--- config.mk ---
export PLATFORM = sky130hd
export DESIGN_NAME = median_of_five_filter
export DESIGN_NICKNAME = d
export VERILOG_FILES = /design/src/design/mof_pkg.sv /design/src/design/mof_cell.sv /design/src/design/median_of_five_filter.sv
export SDC_FILE = /design/constraint.sdc
export NUM_CORES = 1
export LEC_CHECK = 0
export BUFFER_PORTS_ARGS = -buffer_cell sky130_fd_sc_hd__buf_2
export CORE_MARGIN = 5
export CORE_UTILIZATION = 55
export CTS_CLUSTER_SIZE = 16
export DETAILED_ROUTE_END_ITERATION = 12
export PLACE_DENSITY = 0.72
export SLEW_MARGIN = 20
export SYNTH_ARGS = -nofsm -noshare
export SYNTH_HDL_FRONTEND = slang
export SYNTH_SLANG_ARGS = --single-unit
export TNS_END_PERCENT = 100
--- constraint.sdc ---
create_clock -name clk -period 6.46 [get_ports clk]
set_input_delay 0.323 -clock clk [delete_from_list [all_inputs] [get_ports clk]]
set_output_delay 0.323 -clock clk [all_outputs]
set_load 0.005 [all_outputs]
--- src/design/mof_pkg.sv ---
// Shared constants for the median-of-five sliding-window filter.
`timescale 1ns / 1ps
`default_nettype none
package mof_pkg;

  localparam int unsigned WINDOW_SIZE_DEF  = 5;
  localparam int unsigned SAMPLE_WIDTH_DEF = 16;

endpackage
`default_nettype wire

--- src/design/mof_cell.sv ---
// One window cell: holds a sample, shifts it on, and ranks the shifted value.
`timescale 1ns / 1ps
`default_nettype none
module mof_cell #(
  parameter int unsigned WINDOW_SIZE  = mof_pkg::WINDOW_SIZE_DEF,
  parameter int unsigned SAMPLE_WIDTH = mof_pkg::SAMPLE_WIDTH_DEF,
  parameter int unsigned INDEX        = 0
) (
  input  wire                           clk,
  input  wire                           shift_en,
  input  wire logic signed [SAMPLE_WIDTH-1:0] d_in,
  input  wire logic signed [SAMPLE_WIDTH-1:0] win_nxt [WINDOW_SIZE],
  output logic signed [SAMPLE_WIDTH-1:0]      q,
  output logic signed [SAMPLE_WIDTH-1:0]      q_nxt,
  output logic                                is_mid
);

  localparam int unsigned RankWidth = $clog2(WINDOW_SIZE);
  localparam int unsigned MidRank   = (WINDOW_SIZE - 1) / 2;

  logic signed [SAMPLE_WIDTH-1:0] sample_r;
  logic        [RankWidth-1:0]    rank;

  assign q_nxt = shift_en ? d_in : sample_r;
  assign q     = sample_r;

  always_ff @(posedge clk) begin
    sample_r <= q_nxt;
  end

  // Stable rank: strictly smaller values, plus equal values in lower cells.
  always_comb begin
    rank = '0;
    for (int j = 0; j < WINDOW_SIZE; j++) begin
      if (j != INDEX) begin
        if ((win_nxt[j] < win_nxt[INDEX]) ||
            ((win_nxt[j] == win_nxt[INDEX]) && (j < INDEX))) begin
          rank = rank + RankWidth'(1);
        end
      end
    end
  end

  assign is_mid = (rank == RankWidth'(MidRank));

endmodule
`default_nettype wire

--- src/design/median_of_five_filter.sv ---
// Top level of the sliding-window median filter.
//
// Input channel in_valid / in_sample / in_stall, result channel
// out_valid / out_median / out_stall. A transfer happens on a rising edge
// with valid high and stall low.
// Samples shift through a row of WINDOW_SIZE cells, newest in cell 0. Each
// cell ranks its shifted value against the others in the same cycle, and
// the cell holding the middle rank drives the result register.
// The result is registered and appears on out_* in the cycle after the input transfer.
// Throughput: one sample per cycle while in_stall is low.
// The first WINDOW_SIZE-1 samples after reset fill the window and give no
// result; every sample after that gives exactly one.
// Reset (rst_n low, synchronous) empties the window and drops any pending
// result. While out_stall holds a pending result, in_stall is raised; a
// result taken in the same cycle frees the slot for the next sample.
`timescale 1ns / 1ps
`default_nettype none
module median_of_five_filter #(
  parameter int unsigned WINDOW_SIZE  = mof_pkg::WINDOW_SIZE_DEF,
  parameter int unsigned SAMPLE_WIDTH = mof_pkg::SAMPLE_WIDTH_DEF
) (
  input  wire                                 clk,
  input  wire                                 rst_n,
  input  wire                                 in_valid,
  input  wire logic signed [SAMPLE_WIDTH-1:0] in_sample,
  output logic                                in_stall,
  output logic                                out_valid,
  output logic signed [SAMPLE_WIDTH-1:0]      out_median,
  input  wire                                 out_stall
);

  localparam int unsigned FillWidth = $clog2(WINDOW_SIZE + 1);

  logic                           accept;
  logic                           full_after;
  logic [FillWidth-1:0]           fill_r, fill_nxt;
  logic                           out_valid_r, out_valid_nxt;
  logic signed [SAMPLE_WIDTH-1:0] median_r, median_nxt;

  logic signed [SAMPLE_WIDTH-1:0] cell_q   [WINDOW_SIZE];
  logic signed [SAMPLE_WIDTH-1:0] cell_nxt [WINDOW_SIZE];
  logic        [WINDOW_SIZE-1:0]  cell_mid;

  assign in_stall   = out_valid_r && out_stall;
  assign accept     = in_valid && !in_stall;
  assign full_after = (fill_r >= FillWidth'(WINDOW_SIZE - 1));

  for (genvar i = 0; i < WINDOW_SIZE; i++) begin : g_cell
    logic signed [SAMPLE_WIDTH-1:0] d_in;
    if (i == 0) begin : g_head
      assign d_in = in_sample;
    end else begin : g_body
      assign d_in = cell_q[i-1];
    end
    mof_cell #(
      .WINDOW_SIZE (WINDOW_SIZE),
      .SAMPLE_WIDTH(SAMPLE_WIDTH),
      .INDEX       (i)
    ) u_cell (
      .clk     (clk),
      .shift_en(accept),
      .d_in    (d_in),
      .win_nxt (cell_nxt),
      .q       (cell_q[i]),
      .q_nxt   (cell_nxt[i]),
      .is_mid  (cell_mid[i])
    );
  end

  always_comb begin
    median_nxt = median_r;
    if (accept && full_after) begin
      median_nxt = '0;
      for (int i = 0; i < WINDOW_SIZE; i++) begin
        if (cell_mid[i]) begin
          median_nxt = median_nxt | cell_nxt[i];
        end
      end
    end
  end

  always_comb begin
    fill_nxt      = fill_r;
    out_valid_nxt = out_valid_r && out_stall;
    if (accept) begin
      if (!full_after) begin
        fill_nxt = fill_r + FillWidth'(1);
      end else begin
        fill_nxt      = FillWidth'(WINDOW_SIZE);
        out_valid_nxt = 1'b1;
      end
    end
  end

  always_ff @(posedge clk) begin
    if (!rst_n) begin
      fill_r      <= '0;
      out_valid_r <= 1'b0;
    end else begin
      fill_r      <= fill_nxt;
      out_valid_r <= out_valid_nxt;
    end
  end

  always_ff @(posedge clk) begin
    median_r <= median_nxt;
  end

  assign out_valid  = out_valid_r;
  assign out_median = median_r;

endmodule
`default_nettype wire
==> flow_metrics.env, run 1 <==
export IMPL_layoutNonFillerInstCount=1174
export IMPL_worstSkewPairLatency_ps=360
export IMPL_timing_fmax_mhz=166
export IMPL_hold_path_depth=2
export IMPL_hold_slack_ps=222
export IMPL_yosys_cell_types_count=78
export IMPL_fin_skew_ps=11.0
export IMPL_diodes=0
export IMPL_startpoint_type="register"
export IMPL_hp_class="in2reg"
export IMPL_rsz0062_at_grt="no"
export IMPL_dieArea_um2=17900
export IMPL_synth_commonest_cells="ha_1 (165), inv_1 (106), nand2_1 (105), dfxtp_1 (84), mux2i_1 (69)"
export IMPL_gp_congestion=0.956
export IMPL_pwr_density_cell_nw_per_um2=404
export IMPL_ys_seq_area_share_pct=25.6
export IMPL_synth_edf_count=16
export IMPL_dr_pass1_iters=6
export IMPL_tns_ps=0
export IMPL_port_buffers=37
export IMPL_die_height_um=134
export IMPL_yosysMostFrequentCell="ha_1"
export IMPL_p_leak_nw=4.44
export IMPL_min_delay_start="rst_n"
export IMPL_hold_viol=0
export IMPL_post_cts_buffers=0
export IMPL_die_w_um=134
export IMPL_root_buffer="clkbuf_16"
export IMPL_htree_levels=3
export IMPL_cts_sinks=100
export IMPL_final_max_slew_viol_count=0
export IMPL_max_clock_path_buffers=2
export IMPL_slew_headroom_pct=22.8
export IMPL_min_period_ps=6040
export IMPL_grt_max_degree=37
export IMPL_rows=45
export IMPL_grt_use_total_pct=26.9
export IMPL_viasPerCell=6.16
export IMPL_syn_inst=941
export IMPL_worstMarginPinSlew_ps=1160
export IMPL_area_delta_synth_final_pct=8.56
export IMPL_clk_pin_slew_ps=70
export IMPL_yosysTopAreaCell="ha_1"
export IMPL_synthesis_nets=1126
export IMPL_path_class="reg2reg"
export IMPL_fin_crit_sh_pct=93.5
export IMPL_place_area_um2=8860
export IMPL_dp_cells=1157
export IMPL_synthFlopType="dfxtp_1"
export IMPL_cts_tree="done"
export IMPL_io_pins=38
export IMPL_hold_end="out_valid$_SDFF_PN0_"
export IMPL_cts_resized=0
export IMPL_drt_iter0_drc=616
export IMPL_overflow=0
export IMPL_cts_buffers_inserted=9
export IMPL_cp_arrival_ps=6120
export IMPL_hpwl_mm=19.2
export IMPL_antenna_found_initial=0
export IMPL_antenna_left=0
export IMPL_avgSynthCellArea_um2=8.98
export IMPL_yosysWarnings=0
export IMPL_ys_ff_latch=100
export IMPL_wl_mm=24.6
export IMPL_fin_area_um2=9170
export IMPL_irDropWorstVdd_uv=549
export IMPL_cap_violations=0
export IMPL_wl_per_cell_um=21.0
export IMPL_grt_pass1_vias=6984
export IMPL_synth_top_area_share_pct=24.4
export IMPL_postCtsHoldBufs=0
export IMPL_core_um2=15100
export IMPL_synth_area_um2=8450
export IMPL_outcome="complete, no violations"
export IMPL_setup_violations=0
export IMPL_vias=7233
export IMPL_reg2regPathDepth=20
export IMPL_critPathCaptureType="register"
export IMPL_r2r_setup_slack_ps=420
export IMPL_rr_endpoint="out_median[2]$_DFFE_PP_"
export IMPL_r2r_start="out_valid$_SDFF_PN0_"
export IMPL_async_reset_ff_share_pct=0
export IMPL_start_util_pct=55.8
export IMPL_grt_pass1_wl_mm=37.7
export IMPL_drive_above_1_share_pct=11.5
export IMPL_crit_fanout=16
export IMPL_ys_top_cells_by_area="ha_1 (24%), dfxtp_1 (20%), mux2i_1 (8.2%)"
export IMPL_total_power_mw=3.70
export IMPL_final_nets=1166
export IMPL_drc=0
export IMPL_required_ps=6540
[registers in the layout, indices dropped and copies added (netlist names)]
| signal | count |
|---|---|
| fill_r | 3 |
| g_cell.u_cell.q | 80 |
| out_median | 16 |
| out_valid | 1 |
[layout by cell type, fill, tap and decap left out, types with 20 or more instances in the layout]
cell / n
nor2_1: 48
nand4_1: 22
dfxtp_1: 84
inv_1: 106
a21oi_1: 44
o21ai_0: 23
buf_2: 37
nand3_1: 20
mux2i_1: 69
ha_1: 165
nand2_1: 105
[worst max-delay path by stage]
stage	slack (ps)	to	depth (start not counted)	from
final	420	out_median[2]$_DFFE_PP_	20	out_valid$_SDFF_PN0_
after detailed placement	390	out_median[2]$_DFFE_PP_	21	in_valid
after global placement	370	out_median[4]$_DFFE_PP_	21	in_valid
after floorplan	780	out_median[11]$_DFFE_PP_	23	out_valid$_SDFF_PN0_
after global routing	50	out_median[2]$_DFFE_PP_	20	out_valid$_SDFF_PN0_
after CTS	390	out_median[2]$_DFFE_PP_	20	out_valid$_SDFF_PN0_
[cell families (layout without fill, tap and decap cells)]
logic type	Yosys count	in the layout	share of synthesized area, %
flops	100	100	25.6
compound gates	181	182	16.9
mux	76	76	9.27
simple gates	276	276	16.2
buf+inv	135	179	6.73
xor+xnor	8	8	0.830
fa+ha+maj	165	165	24.4
[through the flow]
stage	worst slack (ps)	utilization [%]
final	423	60.5
after global routing	53.0	60.5
after CTS	390	60.5
after detailed placement	390	58.5
after global placement	369	58.5
after floorplan	782	-
[critical path: stages, from the launching register on]
cell and delay, ps:
dfxtp_1 510, a21bo_4 410, buf_4 320, mux2i_1 340, inv_1 170, ha_1 340, a211oi_1 260, o21ai_0 180
a2111oi_0 520, nor2_1 170, mux2i_1 410, nand2_1 140, ha_1 370, xnor2_1 150, ha_1 280, nor3b_1 150
mux2i_1 170, mux2i_2 90, buf_4 250, a221oi_1 340, o221ai_1 160
[layer usage]
layer	share of wire, %	wire length (um)	track usage, %	vias to the layer above
met5	0	0	0	-
met4	5.1	1250	13.4	0
met3	6.4	1570	5.29	73
met2	45	11000	42.7	253
met1	44	10800	35.0	3368
li1	-	-	-	3539
[power by group]
group	internal (mW)	switching, mW
Combinational	0.908	1.40
Clock	0.305	0.263
Sequential	0.779	0.0521
Total	1.99	1.71
[final cells by class]
type | count | area, um2
Timing Repair Buffer | 55 | 333
Inverter | 108 | 405
Sequential cell | 100 | 2160
Multi-Input combinational cell | 707 | 5730
Clock inverter | 6 | 71.3
Tap cell | 188 | 235
Fill cell | 1322 | 5980
Clock buffer | 10 | 229
(Power assumes the default switching activity.)
==> inputs of run 2 (changes only) <==
--- a/config.mk
+++ b/config.mk
@@ -10,7 +10,7 @@
 export CORE_UTILIZATION = 55
 export CTS_CLUSTER_SIZE = 16
 export DETAILED_ROUTE_END_ITERATION = 12
-export PLACE_DENSITY = 0.72
+export PLACE_DENSITY = 0.7
 export SLEW_MARGIN = 20
 export SYNTH_ARGS = -nofsm -noshare
 export SYNTH_HDL_FRONTEND = slang
==> run 2 against run 1 <==
- critical path type unchanged
- cell area is 0.40% higher
- count of clock-buffer cells in the layout is 1 lower
- largest cell class unchanged
- sequential share of layout area is 0.093 points lower
- total power shrank 0.97%
- sequential cell count unchanged
- cell count rose by 0.26%
- combinational power hardly changed
- worst setup slack better by 93 ps
- die area unchanged
- global-route usage is 0.79 points higher
- highest routed layer unchanged
- via count is 0.22% higher
==> flow_metrics.env, run 2 (synthesis results as in run 1) <==
export IMPL_outcome="complete, no violations"
export IMPL_antenna_found_initial=0
export IMPL_cts_sinks=100
export IMPL_hp_class="in2reg"
export IMPL_crit_chain="a21bo_4 > buf_4 > buf_4 > mux2i_1 > inv_1 > ha_1 > nand2_1 > a21oi_1 > a2111oi_2 > nor2_1 > mux2i_1 > nand2_1 > ha_1 > xnor2_1 > ha_1 > nor3b_1 > mux2i_1 > mux2i_4 > buf_4 > a221oi_1 > o221ai_1"
export IMPL_hold_viol=0
export IMPL_p_leak_nw=4.46
export IMPL_antenna_left=0
export IMPL_slew_headroom_pct=27.3
export IMPL_dieArea_um2=17900
export IMPL_critPathCaptureType="register"
export IMPL_rows=45
export IMPL_cts_buffers_inserted=9
export IMPL_wl_mm=24.7
export IMPL_dp_slack_ps=273
export IMPL_root_buffer="clkbuf_16"
export IMPL_critPathBufInv=4
export IMPL_area_delta_synth_final_pct=8.99
export IMPL_p_sw_share_pct=46.5
export IMPL_clk_pin_slew_ps=80
export IMPL_cts_resized=0
export IMPL_grt_met1_usage_pct=36.5
export IMPL_grt_use_total_pct=27.7
export IMPL_grt_busiest_layer="met2"
export IMPL_worstMarginPinSlew_ps=1090
export IMPL_clkPwrFrac_pct=15.4
export IMPL_die_height_um=134
export IMPL_switchingPower_mw=1.70
export IMPL_postCtsHoldBufs=0
export IMPL_crit_fanout=19
export IMPL_start_util_pct=55.8
export IMPL_use_met2_pct=42.8
export IMPL_final_nets=1169
export IMPL_post_cts_buffers=0
export IMPL_share_comb_of_total_power_pct=61.8
export IMPL_largest_reg_flops=80
export IMPL_drive_above_1_share_pct=11.9
export IMPL_tns_ps=0
export IMPL_startpoint_type="register"
export IMPL_fin_skew_ps=8.13
export IMPL_pwr_density_cell_nw_per_um2=398
export IMPL_core_um2=15100
export IMPL_htree_levels=3
export IMPL_layoutNonFillerInstCount=1177
export IMPL_final_cell_mix="ha_1 (165), inv_1 (106), nand2_1 (105)"
export IMPL_fin_area_um2=9210
export IMPL_critPathSlowestCell="dfxtp_1"
export IMPL_hpwl_mm=19.7
export IMPL_vias=7249
export IMPL_diodes=0
export IMPL_fin_util_pct=60.8
export IMPL_drc=0
export IMPL_io_pins=38
export IMPL_rsz0062_at_grt="no"
export IMPL_dr_pass1_iters=7
export IMPL_grt_pass1_vias=7104
export IMPL_overflow=0
export IMPL_place_area_um2=8880
export IMPL_wl_per_cell_um=21.0
export IMPL_p_int_mw=1.96
export IMPL_worstSkewPairLatency_ps=370
export IMPL_fin_crit_sh_pct=92.0
export IMPL_drt_iter0_drc=632
export IMPL_use_met3_pct=5.85
export IMPL_final_max_slew_viol_count=0
export IMPL_cts_tree="done"
export IMPL_layout_commonest_cell="ha_1"
export IMPL_slowest_delay_ps=520
export IMPL_viasPerCell=6.16
export IMPL_min_period_ps=5940
export IMPL_max_clock_path_buffers=2
export IMPL_grt_max_degree=23
export IMPL_gp_congestion=0.973
export IMPL_power_frac_seq_pct=22.7
export IMPL_grt_pass1_wl_mm=38.5
export IMPL_dp_cells=1160
export IMPL_required_ps=6550
export IMPL_path_class="reg2reg"
export IMPL_port_buffers=37
export IMPL_die_w_um=134
export IMPL_cp_arrival_ps=6040
export IMPL_setup_violations=0
export IMPL_setup_ws_ps=516
export IMPL_crit_family="compound AO/OA/AOI/OAI gates"
export IMPL_hold_slack_ps=211
export IMPL_total_power_mw=3.67
export IMPL_timing_fmax_mhz=168
export IMPL_cap_violations=0
export IMPL_irDropWorstVdd_uv=247
-- run 2: cell types whose count changed in the layout (fill, tap and decap cells not counted) --
cell and delta:
buf_4 +3, clkinvlp_4 -2, inv_6 +2, a2111oi_0 -1, a2111oi_2 +1, bufinv_16 -1, clkbuf_1 -1, clkinv_4 +1
inv_12 +1, inv_4 -1, inv_8 +1, mux2i_2 -1, mux2i_4 +1
-- run 2: final cells by class --
type                            count  area [um2]
Fill cell                        1336        5940
Clock inverter                      7        73.8
Inverter                          108         405
Clock buffer                        9         225
Multi-Input combinational cell    707        5750
Timing Repair Buffer               58         355
Sequential cell                   100        2160
Tap cell                          188         235
-- run 2: power by group through the flow --
stage | registers [mW] | clock network (mW) | logic (mW)
floorplan | 0.823 | 0 | 1.69
global placement | 0.845 | 0 | 2.15
detailed placement | 0.846 | 0 | 2.19
CTS | 0.833 | 0.572 | 2.20
global route | 0.844 | 0.598 | 2.48
finish | 0.834 | 0.566 | 2.27
-- run 2: worst paths after layout --
path                                            endpoint  cells after the start                    from  slack [ps]
worst min-delay path                out_valid$_SDFF_PN0_                      2                   rst_n         210
worst max register to register  out_median[15]$_DFFE_PP_                     21    out_valid$_SDFF_PN0_         520
worst max-delay path            out_median[15]$_DFFE_PP_                     21    out_valid$_SDFF_PN0_         520
worst min register to register    fill_r[1]$_SDFFE_PN0N_                      2  fill_r[1]$_SDFFE_PN0N_         490
-- run 2: layer usage --
| metal | share of wire [%] | vias up |
|---|---|---|
| li1 | - | 3546 |
| met1 | 45 | 3340 |
| met2 | 43 | 293 |
| met3 | 6.6 | 70 |
| met4 | 5.3 | 0 |
| met5 | 0 | - |
